==> src/rmv_pkg.sv <==
// Package for the running mean and variance block: widths, state codes and
// the request/response structs between the controller and the serial units.
// No dependencies.
`timescale 1ns / 1ps
`default_nettype none

package rmv_pkg;

    localparam int COUNT_BITS  = 32;
    localparam int SAMPLE_W    = 32;
    localparam int FRAC_SHIFT  = 16;
    localparam int MEAN_W      = SAMPLE_W + FRAC_SHIFT;
    localparam int SUM_W       = 64;
    localparam int CNT_OUT_W   = 32;
    localparam int MAG_W       = MEAN_W;
    localparam int NUM_W       = MAG_W + 1;
    localparam int DIV_W       = SUM_W;
    localparam int DIV_CNT_W   = $clog2(DIV_W + 1);
    localparam int PROD_W      = 2 * MAG_W;
    localparam int PROD_SHIFT  = 32;
    localparam int TERM_W      = PROD_W - PROD_SHIFT;
    localparam int MUL_DIGIT   = 2;
    localparam int MUL_STEPS   = MAG_W / MUL_DIGIT;
    localparam int MUL_CNT_W   = $clog2(MUL_STEPS + 1);
    localparam int MUL_ACC_W   = MAG_W + MUL_DIGIT;
    localparam int CNT_EXT_W   = ((COUNT_BITS > CNT_OUT_W) ? COUNT_BITS : CNT_OUT_W) + 1;

    localparam logic [COUNT_BITS-1:0] COUNT_MAX   = '1;
    localparam logic [CNT_OUT_W-1:0]  CNT_OUT_MAX = '1;

    typedef enum logic [3:0] {
        S_IDLE,
        S_DIFF,
        S_DIV_GO,
        S_DIV_MEAN,
        S_D2,
        S_MUL,
        S_ACC,
        S_VAR_GO,
        S_DIV_VAR,
        S_EMIT
    } t_state;

    typedef struct packed {
        logic                  start;
        logic [DIV_W-1:0]      dividend;
        logic [COUNT_BITS-1:0] divisor;
        logic [DIV_CNT_W-1:0]  steps;
    } t_div_req;

    typedef struct packed {
        logic                  done;
        logic [DIV_W-1:0]      quot;
        logic [COUNT_BITS-1:0] rem;
    } t_div_rsp;

    typedef struct packed {
        logic             start;
        logic [MAG_W-1:0] a;
        logic [MAG_W-1:0] b;
    } t_mul_req;

    typedef struct packed {
        logic              done;
        logic [PROD_W-1:0] prod;
    } t_mul_rsp;

endpackage

`default_nettype wire

==> src/rmv_if.sv <==
// Handshake interfaces for the sample channel and the result channel.
// Depends on rmv_pkg for field widths.
`timescale 1ns / 1ps
`default_nettype none

interface rmv_in_if import rmv_pkg::*; ();
    logic                       valid;
    logic                       ready;
    logic signed [SAMPLE_W-1:0] sample;
    logic                       last;

    modport source (output valid, output sample, output last, input ready);
    modport sink   (input valid, input sample, input last, output ready);
endinterface

interface rmv_out_if import rmv_pkg::*; ();
    logic                       valid;
    logic                       ready;
    logic signed [SAMPLE_W-1:0] mean_out;
    logic [SUM_W-1:0]           variance_out;
    logic [CNT_OUT_W-1:0]       sample_count;
    logic                       saturated;

    modport source (output valid, output mean_out, output variance_out,
                    output sample_count, output saturated, input ready);
    modport sink   (input valid, input mean_out, input variance_out,
                    input sample_count, input saturated, output ready);
endinterface

`default_nettype wire

==> src/rmv_div.sv <==
// Bit-serial restoring divider: one quotient bit per cycle, MSB first.
// Depends on rmv_pkg (t_div_req, t_div_rsp).
`timescale 1ns / 1ps
`default_nettype none

module rmv_div import rmv_pkg::*; (
    input  wire logic     i_clk,
    input  wire logic     i_rst_n,
    input  wire t_div_req i_req,
    output t_div_rsp      o_rsp
);

    logic                  r_busy;
    logic                  r_done;
    logic [DIV_CNT_W-1:0]  r_cnt;
    logic [DIV_W-1:0]      r_dvd;
    logic [DIV_W-1:0]      r_quo;
    logic [COUNT_BITS-1:0] r_rem;
    logic [COUNT_BITS-1:0] r_dvs;

    logic [COUNT_BITS+1:0] w_trial;
    logic                  w_ge;

    assign w_trial = {1'b0, r_rem, r_dvd[DIV_W-1]} - {2'b00, r_dvs};
    assign w_ge    = !w_trial[COUNT_BITS+1];

    always_ff @(posedge i_clk) begin
        if (!i_rst_n) begin
            r_busy <= 1'b0;
            r_done <= 1'b0;
            r_cnt  <= '0;
        end else begin
            r_done <= r_busy && (r_cnt == DIV_CNT_W'(1));
            if (r_busy) begin
                r_cnt <= r_cnt - DIV_CNT_W'(1);
                if (r_cnt == DIV_CNT_W'(1)) begin
                    r_busy <= 1'b0;
                end
            end else if (i_req.start) begin
                r_busy <= 1'b1;
                r_cnt  <= i_req.steps;
            end
        end
    end

    always_ff @(posedge i_clk) begin
        if (r_busy) begin
            r_dvd <= {r_dvd[DIV_W-2:0], 1'b0};
            r_quo <= {r_quo[DIV_W-2:0], w_ge};
            r_rem <= w_ge ? w_trial[COUNT_BITS-1:0] : {r_rem[COUNT_BITS-2:0], r_dvd[DIV_W-1]};
        end else if (i_req.start) begin
            r_dvd <= i_req.dividend;
            r_dvs <= i_req.divisor;
            r_quo <= '0;
            r_rem <= '0;
        end
    end

    assign o_rsp.done = r_done;
    assign o_rsp.quot = r_quo;
    assign o_rsp.rem  = r_rem;

endmodule

`default_nettype wire

==> src/rmv_mul.sv <==
// Digit-serial unsigned multiplier: two multiplier bits per cycle, shift-add
// with a precomputed triple of the multiplicand. Depends on rmv_pkg.
`timescale 1ns / 1ps
`default_nettype none

module rmv_mul import rmv_pkg::*; (
    input  wire logic     i_clk,
    input  wire logic     i_rst_n,
    input  wire t_mul_req i_req,
    output t_mul_rsp      o_rsp
);

    logic                 r_busy;
    logic                 r_done;
    logic [MUL_CNT_W-1:0] r_cnt;
    logic [MAG_W-1:0]     r_a;
    logic [MUL_ACC_W-1:0] r_a3;
    logic [MAG_W-1:0]     r_hi;
    logic [MAG_W-1:0]     r_lo;

    logic [MUL_ACC_W-1:0] w_sel;
    logic [MUL_ACC_W-1:0] w_sum;

    always_comb begin
        case (r_lo[MUL_DIGIT-1:0])
            2'd0:    w_sel = '0;
            2'd1:    w_sel = MUL_ACC_W'(r_a);
            2'd2:    w_sel = {1'b0, r_a, 1'b0};
            default: w_sel = r_a3;
        endcase
    end

    assign w_sum = MUL_ACC_W'(r_hi) + w_sel;

    always_ff @(posedge i_clk) begin
        if (!i_rst_n) begin
            r_busy <= 1'b0;
            r_done <= 1'b0;
            r_cnt  <= '0;
        end else begin
            r_done <= r_busy && (r_cnt == MUL_CNT_W'(1));
            if (r_busy) begin
                r_cnt <= r_cnt - MUL_CNT_W'(1);
                if (r_cnt == MUL_CNT_W'(1)) begin
                    r_busy <= 1'b0;
                end
            end else if (i_req.start) begin
                r_busy <= 1'b1;
                r_cnt  <= MUL_CNT_W'(MUL_STEPS);
            end
        end
    end

    always_ff @(posedge i_clk) begin
        if (r_busy) begin
            r_hi <= w_sum[MUL_ACC_W-1:MUL_DIGIT];
            r_lo <= {w_sum[MUL_DIGIT-1:0], r_lo[MAG_W-1:MUL_DIGIT]};
        end else if (i_req.start) begin
            r_a  <= i_req.a;
            r_a3 <= MUL_ACC_W'(i_req.a) + {1'b0, i_req.a, 1'b0};
            r_hi <= '0;
            r_lo <= i_req.b;
        end
    end

    assign o_rsp.done = r_done;
    assign o_rsp.prod = {r_hi, r_lo};

endmodule

`default_nettype wire

==> src/running_mean_variance.sv <==
// Running mean and population variance, Welford update per sample.
// A sample is accepted only in the idle state, after the previous sample's
// update is done; a last-marked sample also waits for the variance division and
// the result hand-off. The serial divider (49 steps per mean update, 64 for the
// variance) and the 2-bit serial multiplier do the work.
// Reset: synchronous, active low; clears mean, sum, count, flag and handshakes.
`timescale 1ns / 1ps
`default_nettype none

module running_mean_variance import rmv_pkg::*; (
    input  wire logic  i_clk,
    input  wire logic  i_rst_n,
    rmv_in_if.sink     i_in,
    rmv_out_if.source  o_out
);

    t_state n_state;
    t_state r_state;

    logic signed [MEAN_W-1:0] r_mean;
    logic [SUM_W-1:0]         r_sum;
    logic [COUNT_BITS-1:0]    r_count;
    logic                     r_flag;
    logic                     r_out_valid;

    logic [SAMPLE_W-1:0]      r_sample;
    logic                     r_last;
    logic [MAG_W-1:0]         r_dm;
    logic                     r_neg;
    logic [TERM_W:0]          r_term;
    logic [DIV_W-1:0]         r_vq;
    logic                     r_vup;

    logic [SAMPLE_W-1:0]      r_mean_out;
    logic [SUM_W-1:0]         r_var_out;
    logic [CNT_OUT_W-1:0]     r_cnt_out;
    logic                     r_sat_out;

    t_div_req w_div_req;
    t_div_rsp w_div_rsp;
    t_mul_req w_mul_req;
    t_mul_rsp w_mul_rsp;

    logic                  w_in_ready;
    logic                  w_accept;
    logic                  w_load;
    logic [MEAN_W-1:0]     w_x;
    logic [MEAN_W:0]       w_dp;
    logic [MEAN_W:0]       w_dn;
    logic [MEAN_W:0]       w_d2p;
    logic [MEAN_W:0]       w_d2n;
    logic [MAG_W-1:0]      w_d2m;
    logic [NUM_W-1:0]      w_num;
    logic [MAG_W-1:0]      w_q;
    logic [SUM_W:0]        w_sum;
    logic [MEAN_W:0]       w_mean_rnd;
    logic [CNT_EXT_W-1:0]  w_cnt_ext;
    logic                  w_cnt_over;

    assign w_x   = {r_sample, FRAC_SHIFT'(0)};
    assign w_dp  = {w_x[MEAN_W-1], w_x} - {r_mean[MEAN_W-1], r_mean};
    assign w_dn  = {r_mean[MEAN_W-1], r_mean} - {w_x[MEAN_W-1], w_x};
    assign w_d2p = w_dp;
    assign w_d2n = w_dn;
    assign w_d2m = w_d2p[MEAN_W] ? w_d2n[MAG_W-1:0] : w_d2p[MAG_W-1:0];
    assign w_num = NUM_W'(r_dm) + NUM_W'(r_count >> 1);
    assign w_q   = w_div_rsp.quot[MAG_W-1:0];
    assign w_sum = {1'b0, r_sum} + {1'b0, r_term[TERM_W-1:0]};

    assign w_mean_rnd = {r_mean[MEAN_W-1], r_mean} + (MEAN_W+1)'(1 << (FRAC_SHIFT - 1));
    assign w_cnt_ext  = CNT_EXT_W'(r_count);
    assign w_cnt_over = w_cnt_ext > CNT_EXT_W'(CNT_OUT_MAX);

    assign w_accept = i_in.valid && w_in_ready;
    assign w_load   = (r_state == S_EMIT) && (!r_out_valid || o_out.ready);

    // next state
    always_comb begin
        n_state = r_state;
        unique case (r_state)
            S_IDLE:     if (w_accept) n_state = S_DIFF;
            S_DIFF:     n_state = S_DIV_GO;
            S_DIV_GO:   n_state = S_DIV_MEAN;
            S_DIV_MEAN: if (w_div_rsp.done) n_state = S_D2;
            S_D2:       n_state = S_MUL;
            S_MUL:      if (w_mul_rsp.done) n_state = S_ACC;
            S_ACC:      n_state = r_last ? S_VAR_GO : S_IDLE;
            S_VAR_GO:   n_state = S_DIV_VAR;
            S_DIV_VAR:  if (w_div_rsp.done) n_state = S_EMIT;
            S_EMIT:     if (w_load) n_state = S_IDLE;
            default:    n_state = S_IDLE;
        endcase
    end

    // controller outputs
    always_comb begin
        w_in_ready         = 1'b0;
        w_div_req.start    = 1'b0;
        w_div_req.dividend = {w_num, (DIV_W-NUM_W)'(0)};
        w_div_req.divisor  = r_count;
        w_div_req.steps    = DIV_CNT_W'(NUM_W);
        w_mul_req.start    = 1'b0;
        w_mul_req.a        = r_dm;
        w_mul_req.b        = w_d2m;
        unique case (r_state)
            S_IDLE:   w_in_ready = 1'b1;
            S_DIV_GO: w_div_req.start = 1'b1;
            S_D2:     w_mul_req.start = 1'b1;
            S_VAR_GO: begin
                w_div_req.start    = 1'b1;
                w_div_req.dividend = r_sum;
                w_div_req.steps    = DIV_CNT_W'(DIV_W);
            end
            default: ;
        endcase
    end

    always_ff @(posedge i_clk) begin
        if (!i_rst_n) begin
            r_state     <= S_IDLE;
            r_mean      <= '0;
            r_sum       <= '0;
            r_count     <= '0;
            r_flag      <= 1'b0;
            r_out_valid <= 1'b0;
        end else begin
            r_state <= n_state;
            if (w_load) begin
                r_out_valid <= 1'b1;
            end else if (o_out.ready) begin
                r_out_valid <= 1'b0;
            end
            case (r_state)
                S_IDLE: begin
                    if (w_accept) begin
                        if (r_count == COUNT_MAX) begin
                            r_flag <= 1'b1;
                        end else begin
                            r_count <= r_count + COUNT_BITS'(1);
                        end
                    end
                end
                S_DIV_MEAN: begin
                    if (w_div_rsp.done) begin
                        r_mean <= r_neg ? r_mean - MEAN_W'(w_q) : r_mean + MEAN_W'(w_q);
                    end
                end
                S_ACC: begin
                    if (r_term[TERM_W] || w_sum[SUM_W]) begin
                        r_sum  <= '1;
                        r_flag <= 1'b1;
                    end else begin
                        r_sum <= w_sum[SUM_W-1:0];
                    end
                end
                S_EMIT: begin
                    if (w_load) begin
                        r_mean      <= '0;
                        r_sum       <= '0;
                        r_count     <= '0;
                        r_flag      <= 1'b0;
                    end
                end
                default: ;
            endcase
        end
    end

    always_ff @(posedge i_clk) begin
        if (w_accept) begin
            r_sample <= i_in.sample;
            r_last   <= i_in.last;
        end
        if (r_state == S_DIFF) begin
            r_neg <= w_dp[MEAN_W];
            r_dm  <= w_dp[MEAN_W] ? w_dn[MAG_W-1:0] : w_dp[MAG_W-1:0];
        end
        if ((r_state == S_MUL) && w_mul_rsp.done) begin
            r_term <= {1'b0, w_mul_rsp.prod[PROD_W-1:PROD_SHIFT]}
                      + (TERM_W+1)'(w_mul_rsp.prod[PROD_SHIFT-1]);
        end
        if ((r_state == S_DIV_VAR) && w_div_rsp.done) begin
            r_vq  <= w_div_rsp.quot;
            r_vup <= {w_div_rsp.rem, 1'b0} >= {1'b0, r_count};
        end
        if (w_load) begin
            r_mean_out <= w_mean_rnd[FRAC_SHIFT+SAMPLE_W-1:FRAC_SHIFT];
            r_var_out  <= r_vq + SUM_W'(r_vup);
            r_cnt_out  <= w_cnt_over ? CNT_OUT_MAX : CNT_OUT_W'(r_count);
            r_sat_out  <= r_flag || w_cnt_over;
        end
    end

    rmv_div u_div (
        .i_clk   (i_clk),
        .i_rst_n (i_rst_n),
        .i_req   (w_div_req),
        .o_rsp   (w_div_rsp)
    );

    rmv_mul u_mul (
        .i_clk   (i_clk),
        .i_rst_n (i_rst_n),
        .i_req   (w_mul_req),
        .o_rsp   (w_mul_rsp)
    );

    assign i_in.ready         = w_in_ready;
    assign o_out.valid        = r_out_valid;
    assign o_out.mean_out     = r_mean_out;
    assign o_out.variance_out = r_var_out;
    assign o_out.sample_count = r_cnt_out;
    assign o_out.saturated    = r_sat_out;

endmodule

`default_nettype wire
==> src/flat_wrapper.sv <==
// flat-port wrapper written by rule: the top's interface ports become plain ports
module running_mean_variance_flat import rmv_pkg::*;
  (i_clk, i_rst_n, i_in_valid, i_in_sample, i_in_last, i_in_ready, o_out_valid, o_out_mean_out, o_out_variance_out, o_out_sample_count, o_out_saturated, o_out_ready);
  rmv_in_if i_in_i ();
  rmv_out_if o_out_i ();
  input  wire logic i_clk;
  input  wire logic i_rst_n;
  input wire logic [$bits(i_in_i.valid)-1:0] i_in_valid;
  input wire logic [$bits(i_in_i.sample)-1:0] i_in_sample;
  input wire logic [$bits(i_in_i.last)-1:0] i_in_last;
  output wire logic [$bits(i_in_i.ready)-1:0] i_in_ready;
  output wire logic [$bits(o_out_i.valid)-1:0] o_out_valid;
  output wire logic [$bits(o_out_i.mean_out)-1:0] o_out_mean_out;
  output wire logic [$bits(o_out_i.variance_out)-1:0] o_out_variance_out;
  output wire logic [$bits(o_out_i.sample_count)-1:0] o_out_sample_count;
  output wire logic [$bits(o_out_i.saturated)-1:0] o_out_saturated;
  input wire logic [$bits(o_out_i.ready)-1:0] o_out_ready;
  assign i_in_i.valid = i_in_valid;
  assign i_in_i.sample = i_in_sample;
  assign i_in_i.last = i_in_last;
  assign i_in_ready = i_in_i.ready;
  assign o_out_valid = o_out_i.valid;
  assign o_out_mean_out = o_out_i.mean_out;
  assign o_out_variance_out = o_out_i.variance_out;
  assign o_out_sample_count = o_out_i.sample_count;
  assign o_out_saturated = o_out_i.saturated;
  assign o_out_i.ready = o_out_ready;
  running_mean_variance u_core (.i_clk(i_clk), .i_rst_n(i_rst_n), .i_in(i_in_i), .o_out(o_out_i));
endmodule
==> config.mk <==
export PLATFORM = sky130hd
export DESIGN_NAME = running_mean_variance_flat
export DESIGN_NICKNAME = d
export VERILOG_FILES = /design/src/rmv_pkg.sv /design/src/rmv_if.sv /design/src/rmv_div.sv /design/src/rmv_mul.sv /design/src/running_mean_variance.sv /design/src/flat_wrapper.sv
export SDC_FILE = /design/constraint.sdc
export NUM_CORES = 2
export LEC_CHECK = 0
export BUFFER_PORTS_ARGS = -buffer_cell sky130_fd_sc_hd__buf_2
export CORE_MARGIN = 8
export CORE_UTILIZATION = 30
export DETAILED_ROUTE_END_ITERATION = 8
export GPL_ROUTABILITY_DRIVEN = 1
export HOLD_SLACK_MARGIN = 0.02
export PLACE_DENSITY = 0.47
export SYNTH_ARGS = -nofsm -noshare
export SYNTH_HDL_FRONTEND = slang
export SYNTH_SLANG_ARGS = --single-unit
==> constraint.sdc <==
create_clock -name i_clk -period 8.2 [get_ports i_clk]
set_clock_uncertainty 0.1 [all_clocks]
set_input_delay 2.46 -clock i_clk [delete_from_list [all_inputs] [get_ports i_clk]]
set_output_delay 2.46 -clock i_clk [all_outputs]
set_load 0.02 [all_outputs]
# Word level (Yosys, flattened, before mapping)
# Index checks and enable logic that the tools add are counted.
[totals]
regBits = 893
latchBits = 0
ram_bits = 0
rom_bits = 0
input_bits = 37
out_inout_bits = 131
wordCells = 154
mem_count = 0
[op_classes]
addsub = 15
n_mul = 0
div_mod_pow = 0
magnitude_cmp = 2
eq_ne = 22
shift = 0
n_mux = 53
n_bitwise = 2
n_reduce_logical = 28
[op_table]
columns = ["cell", "n"]
rows = [
  ["2-to-1 mux 64 bit", 7],
  ["2-to-1 mux 48 bit", 8],
  ["2-to-1 mux 32 bit", 6],
  ["one-hot mux 50 bit (3 select lines)", 1],
  ["one-hot mux 64 bit (2 select lines)", 1],
  ["one-hot mux 48 bit (2 select lines)", 1],
  ["subtractor 48 bit", 2],
  ["adder 64 x 1 -> 65 bit", 1],
  ["adder 64 x 64 -> 65 bit", 1],
  ["adder 64 x 1 -> 64 bit", 1],
  ["one-hot mux 32 bit (2 select lines)", 1],
  ["adder 48 x 49 -> 50 bit", 1],
  ["adder 48 x 50 -> 50 bit", 1],
  ["adder 48 x 31 -> 49 bit", 1],
  ["subtractor 48 x 48 -> 49 bit", 1],
  ["adder 48 x 17 -> 48 bit, second input constant", 1],
  ["adder 48 bit", 1],
  ["one-hot mux 4 bit (10 select lines)", 1],
  ["subtractor 33 x 32 -> 34 bit", 1],
  ["greater-or-equal comparator 33 x 32 -> 1 bit", 1],
  ["adder 32 x 1 -> 32 bit, second input constant", 1],
  ["== test 32 bit, second input constant", 1],
  ["> comparator 32 bit, second input constant", 1],
  ["2-to-1 mux 7 bit", 3],
  ["30 further kinds", 77],
]

# Logic depth before layout (Yosys ltp)
[logic_depth]
word_depth = 5
depth_mapped = 21
mapped_depth_nobuf = 20

# Hierarchy
# Synthesis repeated with hierarchy kept, for this count alone.
[hier_totals]
hier_cells = 5692
hier_area_um2 = 56528.0
[modules_own_cells]
columns = ["module", "instances", "cells_each", "area_each_um2", "seq_area_each_um2"]
rows = [
  ["running_mean_variance", 1, 3630, 33310.7, 13242.7],
  ["rmv_mul", 1, 1289, 13579.3, 5935.7],
  ["rmv_div", 1, 773, 9638.0, 5935.7],
]

# Least setup slack after synthesis
# OpenSTA, ideal clock, no wires.
[synth_path]
path_type = "input-to-reg"
from = "input port o_out_ready"
to = "register u_core.r_mean_out[0], in the netlist u_core.o_out.mean_out[0] (enable)"
arrival_ns = 5.621
required_time_ns = 7.619
slack_ns = 1.997
cell_stages = 5
path_buffers = 2
path_cell_list = "nor2b_1 -> nand2b_1 -> clkbuf_1 -> buf_1 -> inv_1"
[synth_via]
elab_chain_len = 2
[synth_rtl]
columns = ["element", "line_no", "source"]
rows = [
  ["from (decl)", "flat_wrapper.sv:17", "input wire logic [$bits(o_out_i.ready)-1:0] o_out_ready;"],
  ["logical OR 1 bit", "running_mean_variance.sv:75", "assign w_load = (r_state == S_EMIT) && (!r_out_valid || o_out.ready);"],
  ["logical AND 1 bit", "running_mean_variance.sv:75", ""],
  ["net u_core.w_load", "running_mean_variance.sv:46", "logic w_load;"],
  ["to (signal assigned)", "running_mean_variance.sv:187", "r_mean_out <= w_mean_rnd[FRAC_SHIFT+SAMPLE_W-1:FRAC_SHIFT];"],
  ["to (decl)", "running_mean_variance.sv:34", "logic [SAMPLE_W-1:0] r_mean_out;"],
]
# The timed path passes the listed nets, and every way through them passes these cells.
# A chain may end at the register's enable or synchronous reset.

# Final worst setup path
[layout_path]
from = "register u_core.u_div.r_quo[2]"
to = "register u_core.r_mean[42]"
[layout_via]
elab_chain_len = 4
[layout_rtl]
columns = ["element", "line_no", "source"]
rows = [
  ["from (decl)", "rmv_div.sv:17", "logic [DIV_W-1:0] r_quo;"],
  ["from (signal assigned)", "rmv_div.sv:49", "r_quo <= {r_quo[DIV_W-2:0], w_ge};"],
  ["adder 48 bit or subtractor 48 bit (tied branches)", "running_mean_variance.sv:145", "r_mean <= r_neg ? r_mean - MEAN_W'(w_q) : r_mean + MEAN_W'(w_q);"],
  ["2-to-1 mux 48 bit *", "running_mean_variance.sv:145", ""],
  ["2-to-1 mux 48 bit *", "running_mean_variance.sv:144", "if (w_div_rsp.done) begin"],
  ["one-hot mux 48 bit (2 select lines) *", "running_mean_variance.sv:133", "case (r_state)"],
  ["to (signal assigned)", "running_mean_variance.sv:145", ""],
  ["to (decl)", "running_mean_variance.sv:20", "logic signed [MEAN_W-1:0] r_mean;"],
]
# Every way passes the cells marked *; elsewhere a longest branch is shown, timed or not. The select of a mux whose other input is x is not followed.

==> results.md <==
- Ys async rst share: 0
- P per Cell Area: 227 nW/um^2
- Nets@finish: 6019
- Worst Hold Class: flip-flop to flip-flop
- Worst hold slack: around 0.32 ns
- Netlist cell types: a little under 90
- Mapped Nets: 5930
- Max-slew violations: 0
- IO Pins: roughly 170
- Syn Inst Count: 5509
- Reg2Reg Setup Slack: 2.11 ns
- Most common library cells after synthesis: edfxtp_1, a21oi_1, nand2_1, nor2_1, ha_1
- Syn-to-layout area delta: 12.6%
- Core area: 183000 sq um
- GPL Wtd Cong: 0.885
- CP Launch Type: flip-flop
- Status: completed
- Ys flop type: edfxtp_1
- Worst endpoint required time: ~8.7 ns
- # rows: 157
- Root buf cell: clkbuf_16
- Critical path class: flip-flop to flip-flop
- Met3 wire length: 6.40 mm
- CP Max Fanout: 6
- Worst relative slew slack: 0.356
- Most area-hungry cell type in the Yosys netlist: edfxtp_1
- Highest routed layer: met4
- Peak VDD IR: approximately 0.00018 V
- RSZ-0062 raised after global routing: false
- FF+latch count, synth: just under 900
- Setup-failing EPs final: 0
- EDFF count, synth: 725
- Post-detailed-routing wire length: 163 mm
- Worst skew pair latency: between 0.7 and 0.8 ns
- Hold Fails Final Rpt: 0
- Die height: 445 microns
- Clock sinks: approximately 900
- Wire length per cell: between 20 and 25 microns
- Number of global-route vias before repair: 40610
- Int Pwr: 9.56 mW
- Pre-Repair DR Iteration Count: 6
- # resized after CTS: 0
- Endpoint class of the critical path: flip-flop
- Met1 WL: between 70 and 80 mm
- CTS tree: done
- Post-layout util: 0.339
- Minimum clock period: 6.09 ns
- Width of the die: 445 microns
- CTS Buffer Depth: 3
- Non-Filler Instances: 8077
- Pin count of the biggest net entering global routing: 82
- Final Cycle Share: 0.742
- Worst path arrival time: ~6.5 ns
- Tot GR Track Use: 0.158
- Switching Fraction: 0.319
- Gr ovfl total: 0
- Synth warn: 0
- Initial drt markers: approximately 3100
- Combinational Power Share: 0.243
- CTS Hold Buffers Added: 0
- P_sw: 4.49 mW
- Largest cells by area after synthesis: edfxtp_1, ha_1, dfxtp_1
- Setup bufs post-CTS: 0
- Antenna violations before repair: 7
- CTS H-Tree Depth: 3
- Max-cap violations: 0
- Pleak: 23.9 nW
- Total CTS buffers: 106
- Post-synthesis sequential area ratio: 0.456
- Fmax: 164 MHz
- Cell with the most instances after synthesis: edfxtp_1
- Cell area after synthesis: around 55000 sq um
- ANT nets after route: 0
- Hpwl dp: 125 mm
- Syn avg cell area: around 10 sq um
- Residual DRC: 0
- Slew @ Worst Pin: 0.967 ns
- Placed Instances: 7875
- Final setup TNS: 0 ns
- First-pass GRT wire length: ~250 mm
- Die area: 198000 sq um
- Met2 routed WL: 75.6 mm
- Sequential power share: 0.414
- Port buffer count: 167
- Initial Util: 0.302
- Via count: 41352
- Detail-routed via count per cell: about 5.1
- Worst-path clk slew: 0.06 ns
- Clk pwr share: 0.342
- Layout cells sized above 1: 0.0951
- Share of the synthesized area in the top cell type: 0.395
## placed cells by master (no fill, tap or decap), types with 20 or more instances in the layout
master and instances:
clkbuf_16 108, mux2_2 93, and3_1 88, xor2_1 162, nand4_1 92, a21oi_1 470
nor4_1 24, o31ai_1 24, nor3_1 85, a31oi_1 47, edfxtp_1 725, mux2i_1 26
o21bai_1 45, dfxtp_1 166, o21a_1 41, buf_2 167, nor2b_1 51, clkbuf_1 20
and2_1 100, nand2b_1 38, or3_1 24, buf_4 49, a211oi_1 54, xnor2_1 373
clkinv_2 31, and4_1 25, ha_1 377, a22o_1 60, nand3_1 129, nor2_1 423
o21ai_0 270, a311oi_1 36, nand2_1 464, a21o_1 215, inv_1 253, a22oi_1 33
## critical path: stages, from the launching register on
cell      delay, ns
edfxtp_1       0.46
or3_1          0.43
nor3_1         0.29
nand2_1        0.12
nor4_1         0.55
nand2_1        0.25
nor4_1         0.40
nor2_1         0.10
xnor2_1        0.15
ha_1           0.40
and4_1         0.27
nand3_1        0.11
nor4_1         0.25
nand3_1        0.14
and3_1         0.28
or4_1          0.61
a311oi_2       0.45
nand3_1        0.18
o21ai_1        0.18
xnor2_1        0.13
o21ai_0        0.08
## flip-flops by register name, summed over array words and instances (netlist names), 4 cells and up
name / flops
u_core.u_div.r_quo: 64
u_core.r_count: 32
u_core.o_out.variance_out: 64
u_core.u_div.r_dvd: 64
u_core.u_div.r_dvs: 32
u_core.r_sample: 32
u_core.r_mean: 48
u_core.r_vq: 64
u_core.u_mul.r_cnt: 5
u_core.u_mul.r_a3: 49
u_core.u_div.r_rem: 32
u_core.r_sum: 64
u_core.r_term: 65
u_core.r_dm: 48
u_core.o_out.mean_out: 32
u_core.u_div.r_cnt: 7
u_core.u_mul.r_a: 48
u_core.r_state: 4
u_core.u_mul.r_lo: 48
u_core.o_out.sample_count: 32
u_core.u_mul.r_hi: 48
## cell type report
| class | count | area, sq um |
|---|---|---|
| Fill cell | 18618 | 121000 |
| Multi-Input combinational cell | 4123 | 28100 |
| Sequential cell | 892 | 25100 |
| Tap cell | 2385 | 2980 |
| Clock buffer | 133 | 2850 |
| Timing Repair Buffer | 216 | 1200 |
| Inverter | 259 | 987 |
| Clock inverter | 67 | 708 |
| Antenna cell | 2 | 5.00 |
## power by group through the flow
stage / clock network (mW) / logic [mW] / registers (mW)
2_1_floorplan: 0 / 2.58 / 5.76
3_3_place_gp: 0 / 3.40 / 5.92
3_5_place_dp: 0 / 3.42 / 5.92
4_1_cts: 4.96 / 3.44 / 5.83
5_1_grt: 5.12 / 3.80 / 5.87
6_report: 4.81 / 3.42 / 5.82
## metrics by stage
step,setup slack [ns],instance area [sq um],power (mW)
2_1_floorplan,2.00,55100,8.34
3_3_place_gp,2.19,58400,9.32
3_5_place_dp,2.09,58400,9.34
4_1_cts,2.06,62000,14.2
5_1_grt,1.54,62000,14.8
6_report,2.11,62000,14.1
## path summary, 6_finish.rpt
| check | depth (start not counted) | end | start |
|---|---|---|---|
| setup / recovery | 20 | u_core.r_mean[42]$_SDFFE_PN0P_ | u_core.u_div.r_quo[2]$_SDFFCE_PN0P_ |
| hold / removal | 0 | u_core.r_vq[63]$_DFFE_PP_ | u_core.u_div.r_quo[63]$_SDFFCE_PN0P_ |
| setup reg to reg | 20 | u_core.r_mean[42]$_SDFFE_PN0P_ | u_core.u_div.r_quo[2]$_SDFFCE_PN0P_ |
| hold reg to reg | 0 | u_core.r_vq[63]$_DFFE_PP_ | u_core.u_div.r_quo[63]$_SDFFCE_PN0P_ |
## per-layer routing
| layer | vias up | track usage |
|---|---|---|
| li1 | 20448 | - |
| met1 | 19850 | 0.221 |
| met2 | 870 | 0.263 |
| met3 | 184 | 0.0212 |
| met4 | 0 | 0.0339 |
| met5 | - | 0 |
## kinds of logic (layout without fill, tap and decap cells)
group / after synthesis / count (layout) / share of synthesized area
AND/OR/NAND/NOR: 1599 / 1599 / 0.139
AO/OA/AOI/OAI: 1486 / 1486 / 0.174
flip-flops: 892 / 892 / 0.456
XOR/XNOR: 535 / 535 / 0.0851
buffers and inverters: 494 / 675 / 0.0342
adder cells (fa/ha/maj): 384 / 384 / 0.0882
multiplexers: 119 / 119 / 0.0237
other: 0 / 2 / 0
Note: power is estimated with default switching activity, not from simulation.
